==> config.mk <==
export PLATFORM = sky130hd
export DESIGN_NAME = float_pair_snapshot_diff_classifier_top
export DESIGN_NICKNAME = d
export VERILOG_FILES = /design/src/rtl/core/fpsd_pkg.sv /design/src/rtl/core/float_pair_snapshot_diff_classifier_top.sv
export VERILOG_INCLUDE_DIRS = /design/src /design/src/rtl/core
export SDC_FILE = /design/constraint.sdc
export NUM_CORES = 2
export LEC_CHECK = 0
export BUFFER_PORTS_ARGS = -buffer_cell sky130_fd_sc_hd__buf_2
export CORE_ASPECT_RATIO = 1.4
export CORE_MARGIN = 1.5
export CORE_UTILIZATION = 55
export CTS_CLUSTER_DIAMETER = 120
export CTS_CLUSTER_SIZE = 25
export DETAILED_ROUTE_END_ITERATION = 10
export GPL_TIMING_DRIVEN = 0
export PLACE_DENSITY = 0.82
export SYNTH_ARGS = -nofsm -noshare
export SYNTH_HDL_FRONTEND = slang
export SYNTH_SLANG_ARGS = --single-unit
==> constraint.sdc <==
create_clock -name clk -period 14.6 [get_ports clk]
set_input_delay 0 -clock clk [delete_from_list [all_inputs] [get_ports clk]]
set_output_delay 0 -clock clk [all_outputs]
set_load 0.01 [all_outputs]
==> src/rtl/core/float_pair_snapshot_diff_classifier_top_macros.svh <==
// ---------------------------------------------------------------------------
// Assertion macros for the snapshot diff classifier
// ---------------------------------------------------------------------------
`ifndef FLOAT_PAIR_SNAPSHOT_DIFF_CLASSIFIER_TOP_MACROS_SVH
`define FLOAT_PAIR_SNAPSHOT_DIFF_CLASSIFIER_TOP_MACROS_SVH

// Check an implication on every clock edge outside reset.
`define FPSD_ASSERT_IMPL(lbl, clk, rst_n, ante, cons) \
  lbl: assert property (@(posedge clk) disable iff (!rst_n) (ante) |-> (cons)) \
    else $error("assertion failed");

// Check an implication whose consequence lands in the next cycle.
`define FPSD_ASSERT_NEXT(lbl, clk, rst_n, ante, cons) \
  lbl: assert property (@(posedge clk) disable iff (!rst_n) (ante) |=> (cons)) \
    else $error("assertion failed");

`endif

==> src/rtl/core/fpsd_pkg.sv <==
// ---------------------------------------------------------------------------
// fpsd_pkg
// Types, codes and helpers shared by the snapshot diff classifier.
// ---------------------------------------------------------------------------
package fpsd_pkg;

  localparam int ADDR_BITS  = 48;
  localparam int COUNT_BITS = 32;
  localparam int CFG_IDX_BITS = 3;

  typedef enum logic [2:0] {
    KIND_NONE    = 3'd0,
    KIND_DIFF    = 3'd1,
    KIND_NEW     = 3'd2,
    KIND_GONE    = 3'd3,
    KIND_CHANGED = 3'd4
  } kind_t;

  typedef enum logic [CFG_IDX_BITS-1:0] {
    REG_MIN_X = 3'd0,
    REG_MAX_X = 3'd1,
    REG_MIN_Y = 3'd2,
    REG_MAX_Y = 3'd3,
    REG_MODE  = 3'd4
  } reg_idx_t;

  localparam logic [1:0] RPT_EVERY   = 2'd0;
  localparam logic [1:0] RPT_ADDED   = 2'd1;
  localparam logic [1:0] RPT_REMOVED = 2'd2;
  localparam logic [1:0] RPT_TALLY   = 2'd3;

  typedef struct packed {
    logic [31:0]          word_old;
    logic [31:0]          word_new;
    logic [ADDR_BITS-1:0] word_address;
    logic                 region_first;
  } in_item_t;

  typedef struct packed {
    logic                  reported;
    logic [2:0]            window_kind;
    logic [ADDR_BITS-1:0]  pair_address;
    logic [31:0]           old_x;
    logic [31:0]           old_y;
    logic [31:0]           new_x;
    logic [31:0]           new_y;
    logic [COUNT_BITS-1:0] differing_windows;
    logic [COUNT_BITS-1:0] new_count;
    logic [COUNT_BITS-1:0] gone_count;
    logic [COUNT_BITS-1:0] changed_count;
  } out_item_t;

  // a <= b for IEEE singles; false when either is NaN, -0 equals +0
  function automatic logic flt_le(input logic [31:0] a, input logic [31:0] b);
    logic a_nan, b_nan, zeros;
    a_nan = (a[30:23] == 8'hFF) && (a[22:0] != '0);
    b_nan = (b[30:23] == 8'hFF) && (b[22:0] != '0);
    zeros = (a[30:0] == '0) && (b[30:0] == '0);
    if (a_nan || b_nan) flt_le = 1'b0;
    else if (zeros) flt_le = 1'b1;
    else if (a[31] != b[31]) flt_le = a[31];
    else if (!a[31]) flt_le = (a[30:0] <= b[30:0]);
    else flt_le = (a[30:0] >= b[30:0]);
  endfunction

  function automatic logic in_range(input logic [31:0] v, input logic [31:0] lo,
                                    input logic [31:0] hi);
    in_range = (v[30:23] != 8'hFF) && flt_le(lo, v) && flt_le(v, hi);
  endfunction

  function automatic logic [COUNT_BITS-1:0] sat_inc(input logic [COUNT_BITS-1:0] c);
    sat_inc = (&c) ? c : c + COUNT_BITS'(1);
  endfunction

endpackage

==> src/rtl/core/float_pair_snapshot_diff_classifier_top.sv <==
// ---------------------------------------------------------------------------
// float_pair_snapshot_diff_classifier_top
// Classifies 8-byte windows of two memory images as coordinate pair changes.
// ---------------------------------------------------------------------------
// Usage:
//   in_*  : one transfer per aligned 32-bit word pair (old, new, address,
//           region_first). Each accepted word closes a window with the held
//           previous word unless region_first is set or nothing is held.
//   out_* : exactly one result per accepted word, in order.
//   cfg_* : register writes (index 0..4: min_x, max_x, min_y, max_y,
//           report filter); always ready, write only while idle.
// Latency: a result is valid the cycle after its word is accepted.
// Throughput: one word per cycle; the classify logic is one level of float
//   compares and a saturating add between the window registers and the
//   result register.
// Reset: clears held window, counters, registers and the output valid.
// Stall: the result register holds while out_ready is low; in_ready drops
//   only then, and the held window and counters advance only on input
//   transfers.
// ---------------------------------------------------------------------------
`include "float_pair_snapshot_diff_classifier_top_macros.svh"

module float_pair_snapshot_diff_classifier_top (
  input  logic                                clk,
  input  logic                                rst_n,
  input  logic                                in_valid,
  output logic                                in_ready,
  input  fpsd_pkg::in_item_t                  in_data,
  output logic                                out_valid,
  input  logic                                out_ready,
  output fpsd_pkg::out_item_t                 out_data,
  input  logic                                cfg_valid,
  output logic                                cfg_ready,
  input  logic [fpsd_pkg::CFG_IDX_BITS-1:0]   cfg_index,
  input  logic [31:0]                         cfg_data
);
  import fpsd_pkg::*;

  logic [31:0] min_x_r, max_x_r, min_y_r, max_y_r;
  logic [1:0]  mode_r;
  logic [31:0] hold_old_r, hold_new_r;
  logic [ADDR_BITS-1:0] hold_addr_r;
  logic hold_valid_r;
  logic [COUNT_BITS-1:0] diff_r, new_r, gone_r, chg_r;
  logic out_valid_r;
  out_item_t out_r, out_nxt;
  logic [COUNT_BITS-1:0] diff_nxt, new_nxt, gone_nxt, chg_nxt;
  logic in_xfer, window, differs, was, now;

  assign cfg_ready = 1'b1;
  // Accept whenever the result slot is empty or being drained.
  assign in_ready  = !out_valid_r || out_ready;
  assign in_xfer   = in_valid && in_ready;
  assign out_valid = out_valid_r;
  assign out_data  = out_r;

  assign window  = !in_data.region_first && hold_valid_r;
  assign differs = (hold_old_r != hold_new_r) || (in_data.word_old != in_data.word_new);
  assign was = in_range(hold_old_r, min_x_r, max_x_r) &&
               in_range(in_data.word_old, min_y_r, max_y_r);
  assign now = in_range(hold_new_r, min_x_r, max_x_r) &&
               in_range(in_data.word_new, min_y_r, max_y_r);

  always_comb begin
    diff_nxt = diff_r;
    new_nxt  = new_r;
    gone_nxt = gone_r;
    chg_nxt  = chg_r;
    out_nxt  = '0;
    if (window) begin
      out_nxt.pair_address = hold_addr_r;
      out_nxt.old_x = hold_old_r;
      out_nxt.old_y = in_data.word_old;
      out_nxt.new_x = hold_new_r;
      out_nxt.new_y = in_data.word_new;
      if (differs) begin
        diff_nxt = sat_inc(diff_r);
        if (now && !was) begin
          out_nxt.window_kind = KIND_NEW;
          new_nxt = sat_inc(new_r);
          out_nxt.reported = (mode_r == RPT_EVERY) || (mode_r == RPT_ADDED);
        end else if (was && !now) begin
          out_nxt.window_kind = KIND_GONE;
          gone_nxt = sat_inc(gone_r);
          out_nxt.reported = (mode_r == RPT_EVERY) || (mode_r == RPT_REMOVED);
        end else if (was && now) begin
          out_nxt.window_kind = KIND_CHANGED;
          chg_nxt = sat_inc(chg_r);
          out_nxt.reported = (mode_r == RPT_EVERY);
        end else begin
          out_nxt.window_kind = KIND_DIFF;
        end
      end
    end
    out_nxt.differing_windows = diff_nxt;
    out_nxt.new_count = new_nxt;
    out_nxt.gone_count = gone_nxt;
    out_nxt.changed_count = chg_nxt;
  end

  // Configuration registers.
  always_ff @(posedge clk) begin
    if (!rst_n) begin
      min_x_r <= '0;
      max_x_r <= '0;
      min_y_r <= '0;
      max_y_r <= '0;
      mode_r  <= '0;
    end else if (cfg_valid) begin
      case (cfg_index)
        REG_MIN_X: min_x_r <= cfg_data;
        REG_MAX_X: max_x_r <= cfg_data;
        REG_MIN_Y: min_y_r <= cfg_data;
        REG_MAX_Y: max_y_r <= cfg_data;
        REG_MODE:  mode_r  <= cfg_data[1:0];
        default: ;
      endcase
    end
  end

  // Window state, counters and result valid.
  always_ff @(posedge clk) begin
    if (!rst_n) begin
      hold_old_r   <= '0;
      hold_new_r   <= '0;
      hold_addr_r  <= '0;
      hold_valid_r <= 1'b0;
      diff_r <= '0;
      new_r  <= '0;
      gone_r <= '0;
      chg_r  <= '0;
      out_valid_r <= 1'b0;
    end else begin
      if (in_xfer) begin
        hold_old_r   <= in_data.word_old;
        hold_new_r   <= in_data.word_new;
        hold_addr_r  <= in_data.word_address;
        hold_valid_r <= 1'b1;
        diff_r <= diff_nxt;
        new_r  <= new_nxt;
        gone_r <= gone_nxt;
        chg_r  <= chg_nxt;
        out_valid_r <= 1'b1;
      end else if (out_ready) begin
        out_valid_r <= 1'b0;
      end
    end
  end

  // Result payload: load on input transfer.
  always_ff @(posedge clk) begin
    if (in_xfer) begin
      out_r <= out_nxt;
    end
  end

  `FPSD_ASSERT_NEXT(a_result_follows, clk, rst_n, in_xfer, out_valid)
  `FPSD_ASSERT_IMPL(a_stall_blocks, clk, rst_n, out_valid && !out_ready, !in_ready)
  `FPSD_ASSERT_IMPL(a_report_has_kind, clk, rst_n, out_valid && out_data.reported,
                    out_data.window_kind != KIND_NONE && out_data.window_kind != KIND_DIFF)
  `FPSD_ASSERT_NEXT(a_diff_monotonic, clk, rst_n, 1'b1, diff_r >= $past(diff_r))

endmodule
==> flow_summary.toml <==
[place]
preCtsSetupSlack_ps = 8390
place.gp.congestion = 1.02
dp_hpwl_um = 89500
dp_cells = 5061
io_buffers = 461

[detailed_routing]
totalWireLength_um = 121000
drc = 0
drtIter0Drc = 3022
wire_per_inst_um = 23.0
dr_total_vias = 31100
viasPerCell = 5.90
ant_nets = 0
first_pass_iters = 8

[critical_path]
startpoint_type = "flop"
worst_setup_path_end_kind = "flop"
reg2regPathDepth = 17
worstSetupStartpoint = "hold_new_r[30]$_SDFFE_PN0P_"
r2r_start = "hold_new_r[30]$_SDFFE_PN0P_"
crit_type = "flop to flop"
required_ps = 15050
worstPathArrival_ps = 6890
regToRegSetupSlack_ps = 8160
r2r-end = "out_data[51]$_DFFE_PP_"
critPathMaxFanout = 10

[sta]
hold_violations = 0
max_freq_mhz = 155
tightestPinTransition_ps = 1270
fin_skew_ps = 38.0
max-slew-margin-rel = 0.154
finalSetupViolCount = 0
finalSetupTns_ps = 0
period_minus_slack_ps = 6440
fin_crit_sh = 0.441
grt_setup_unrepaired = "no"
layout_setup_ws_ps = 8160
slew_violations = 0

[run]
max_cap_viol_count = 0

[logic_synthesis]
ys_ff_latch = 680
syn-cell-area_mm2 = 0.0348
synth_cell_types = 78
synth_area_per_cell_um2 = 9.26
yosysWarnings = 0
synth_flop_cell = "dfxtp_1"
synth-edff-count = 308
syn_nets = 4172
syn_inst = 3764
postSynth.asyncResetShare = 0
ys_seq_area_frac = 0.479

[global_route]
grt_pass1_vias = 30000
grt_max_degree = 76
grt_pass1_wl_um = 178000
track_usage = 0.363
grt.overflow.total = 0
antenna_found_initial = 3

[die]
placementRows = 109
io_pins = 464
core_mm2 = 0.0629
dieArea_mm2 = 0.0649
fp.dieH_um = 301
die_x_um = 216
start_util = 0.554

[cells_and_area]
stdcell_count = 5272
nFillCells = 5181
final_core_util = 0.648
final_layout_size_suffix_gt1_frac = 0.121
multi_input_area_mm2 = 0.0167
seqCellArea_mm2 = 0.0167
layout_common_cells = "nand2_1 (680), buf_2 (466), a21oi_1 (374)"
nets = 4822
areaGrowthSynthToFinish_pct = 16.9
mostFrequentLayoutCell = "nand2_1"

[power_and_ir_drop]
sw_frac_of_total = 0.281
internal-power_w = 0.00266
power.density_mw_per_mm2 = 90.9
comb_power_share = 0.149
clkPwrFrac = 0.279
p_leak_nw = 16.1
finalPower_w = 0.00370
switching_power_w = 0.00104
pwr-share-seq = 0.572
ir_drop_v = 0.000152

[clock_network]
ctsRootBufferMaster = "clkbuf_16"
htreeDepth = 1
worst_skew_pair.late_latency_ps = 670
cts_hold_buf = 152
post-cts-setup-buffer-count = 0
path_clk_slew_ps = 110
cts.path.max_buffers = 3
tritoncts = "done"
clock-sinks = 680
cts_made_buffers = 31
cts_resized = 0

[min_path]
hold_path_class = "input port to flop"
worstHoldStart = "in_data[4]"
holdPathStages = 4
hold_end = "hold_addr_r[3]$_SDFFE_PN0P_"

[outcome]
outcome = "completed"
-- power groups by stage --
stage	clock network, W	registers, W	logic (W)
floorplan	0	0.00218	0.000245
global placement	0	0.00218	0.000490
detailed placement	0	0.00216	0.000501
CTS	0.00104	0.00211	0.000535
global route	0.00110	0.00212	0.000589
finish	0.00103	0.00212	0.000553
-- registers in the layout (all words and copies together) (netlist names) --
signal	flops
hold_addr_r	48
out_data	308
hold_old_r	32
max_y_r	32
hold_valid_r	1
min_x_r	32
min_y_r	32
max_x_r	32
out_valid	1
diff_r	32
chg_r	32
new_r	32
hold_new_r	32
mode_r	2
gone_r	32
-- how the worst max path moves through the flow --
stage	cells past startpoint	end	slack, ps
floorplan	5	out_data[0]$_DFFE_PP_	4330
global placement	5	out_data[194]$_SDFFCE_PN0P_	240
detailed placement	17	out_data[44]$_DFFE_PP_	8390
CTS	17	out_data[51]$_DFFE_PP_	8340
global route	17	out_data[53]$_DFFE_PP_	8150
finish	17	out_data[51]$_DFFE_PP_	8160
-- kinds of logic (layout without fill, tap and decap cells) --
logic type | count (synthesis) | in the layout | synth area share
AND/OR/NAND/NOR | 1611 | 1611 | 0.226
flip-flops | 680 | 680 | 0.479
AO/OA/AOI/OAI | 562 | 562 | 0.0911
buffers and inverters | 383 | 1057 | 0.0427
adder cells (fa/ha/maj) | 255 | 255 | 0.0916
XOR/XNOR | 248 | 248 | 0.0623
multiplexers | 24 | 24 | 0.00697
other | 1 | 3 | 0.000108
-- through the flow --
step / instance area (µm²) / hold slack [ps]
global placement: 38200 / 242
CTS: 40700 / 96.9
finish: 40700 / 117
global route: 40700 / 117
detailed placement: 38300 / 246
floorplan: 34800 / 129
-- routing by layer --
| layer | GRT usage | vias up | share of wire | wire [µm] |
|---|---|---|---|---|
| met1 | 0.409 | 14600 | 0.35 | 43000 |
| met2 | 0.628 | 1579 | 0.48 | 58800 |
| met4 | 0.265 | 2 | 0.083 | 10100 |
| met5 | 0 | - | 0.000058 | 7 |
| li1 | - | 14400 | - | - |
| met3 | 0.0531 | 500 | 0.078 | 9450 |
-- final cells by class --
class                   count  area share
flip-flops and latches    680       0.410
multi-input cells        2701       0.409
plain buffers             172      0.0172
clock buffers              55      0.0213
clock inverters             2    0.000707
diodes                      2    0.000123
well taps                 832      0.0256
repair buffers            617      0.0967
inverters                 211      0.0194
-- critical path, cell delays in order, from the launching register on --
cell	delay (ps)
dfxtp_1	760
ha_1	250
nand4_1	160
nor4_1	580
nand2_1	330
a2111oi_0	450
a21oi_1	240
mux2_2	310
o311a_1	410
and4_1	260
ha_1	290
nand2b_1	280
a31o_2	270
buf_2	180
nor2_1	540
clkbuf_1	450
nand3_1	160
xnor2_1	300
-- Yosys cell counts, types with 6 or more instances --
cell / number / area (µm²)
a211oi_1: 13 / 97.6
a21o_1: 33 / 248
a21oi_1: 374 / 1870
and2_1: 194 / 1210
and3_1: 47 / 294
and4_1: 15 / 131
buf_1: 18 / 67.6
clkbuf_1: 141 / 529
dfxtp_1: 372 / 7450
edfxtp_1: 308 / 9250
ha_1: 255 / 3190
inv_1: 209 / 785
mux2i_1: 22 / 220
nand2_1: 680 / 2550
nand2b_1: 21 / 131
nand3_1: 118 / 591
nand3b_1: 6 / 45.0
nand4_1: 132 / 826
nor2_1: 161 / 604
nor2b_1: 10 / 62.6
nor3_1: 65 / 325
nor4_1: 85 / 532
o211ai_1: 8 / 60.1
o21a_1: 8 / 60.1
o21ai_0: 66 / 330
o31ai_1: 12 / 90.1
or3_1: 35 / 219
or4_1: 18 / 135
xnor2_1: 189 / 1660
xor2_1: 59 / 517
(Power assumes the default switching activity.)
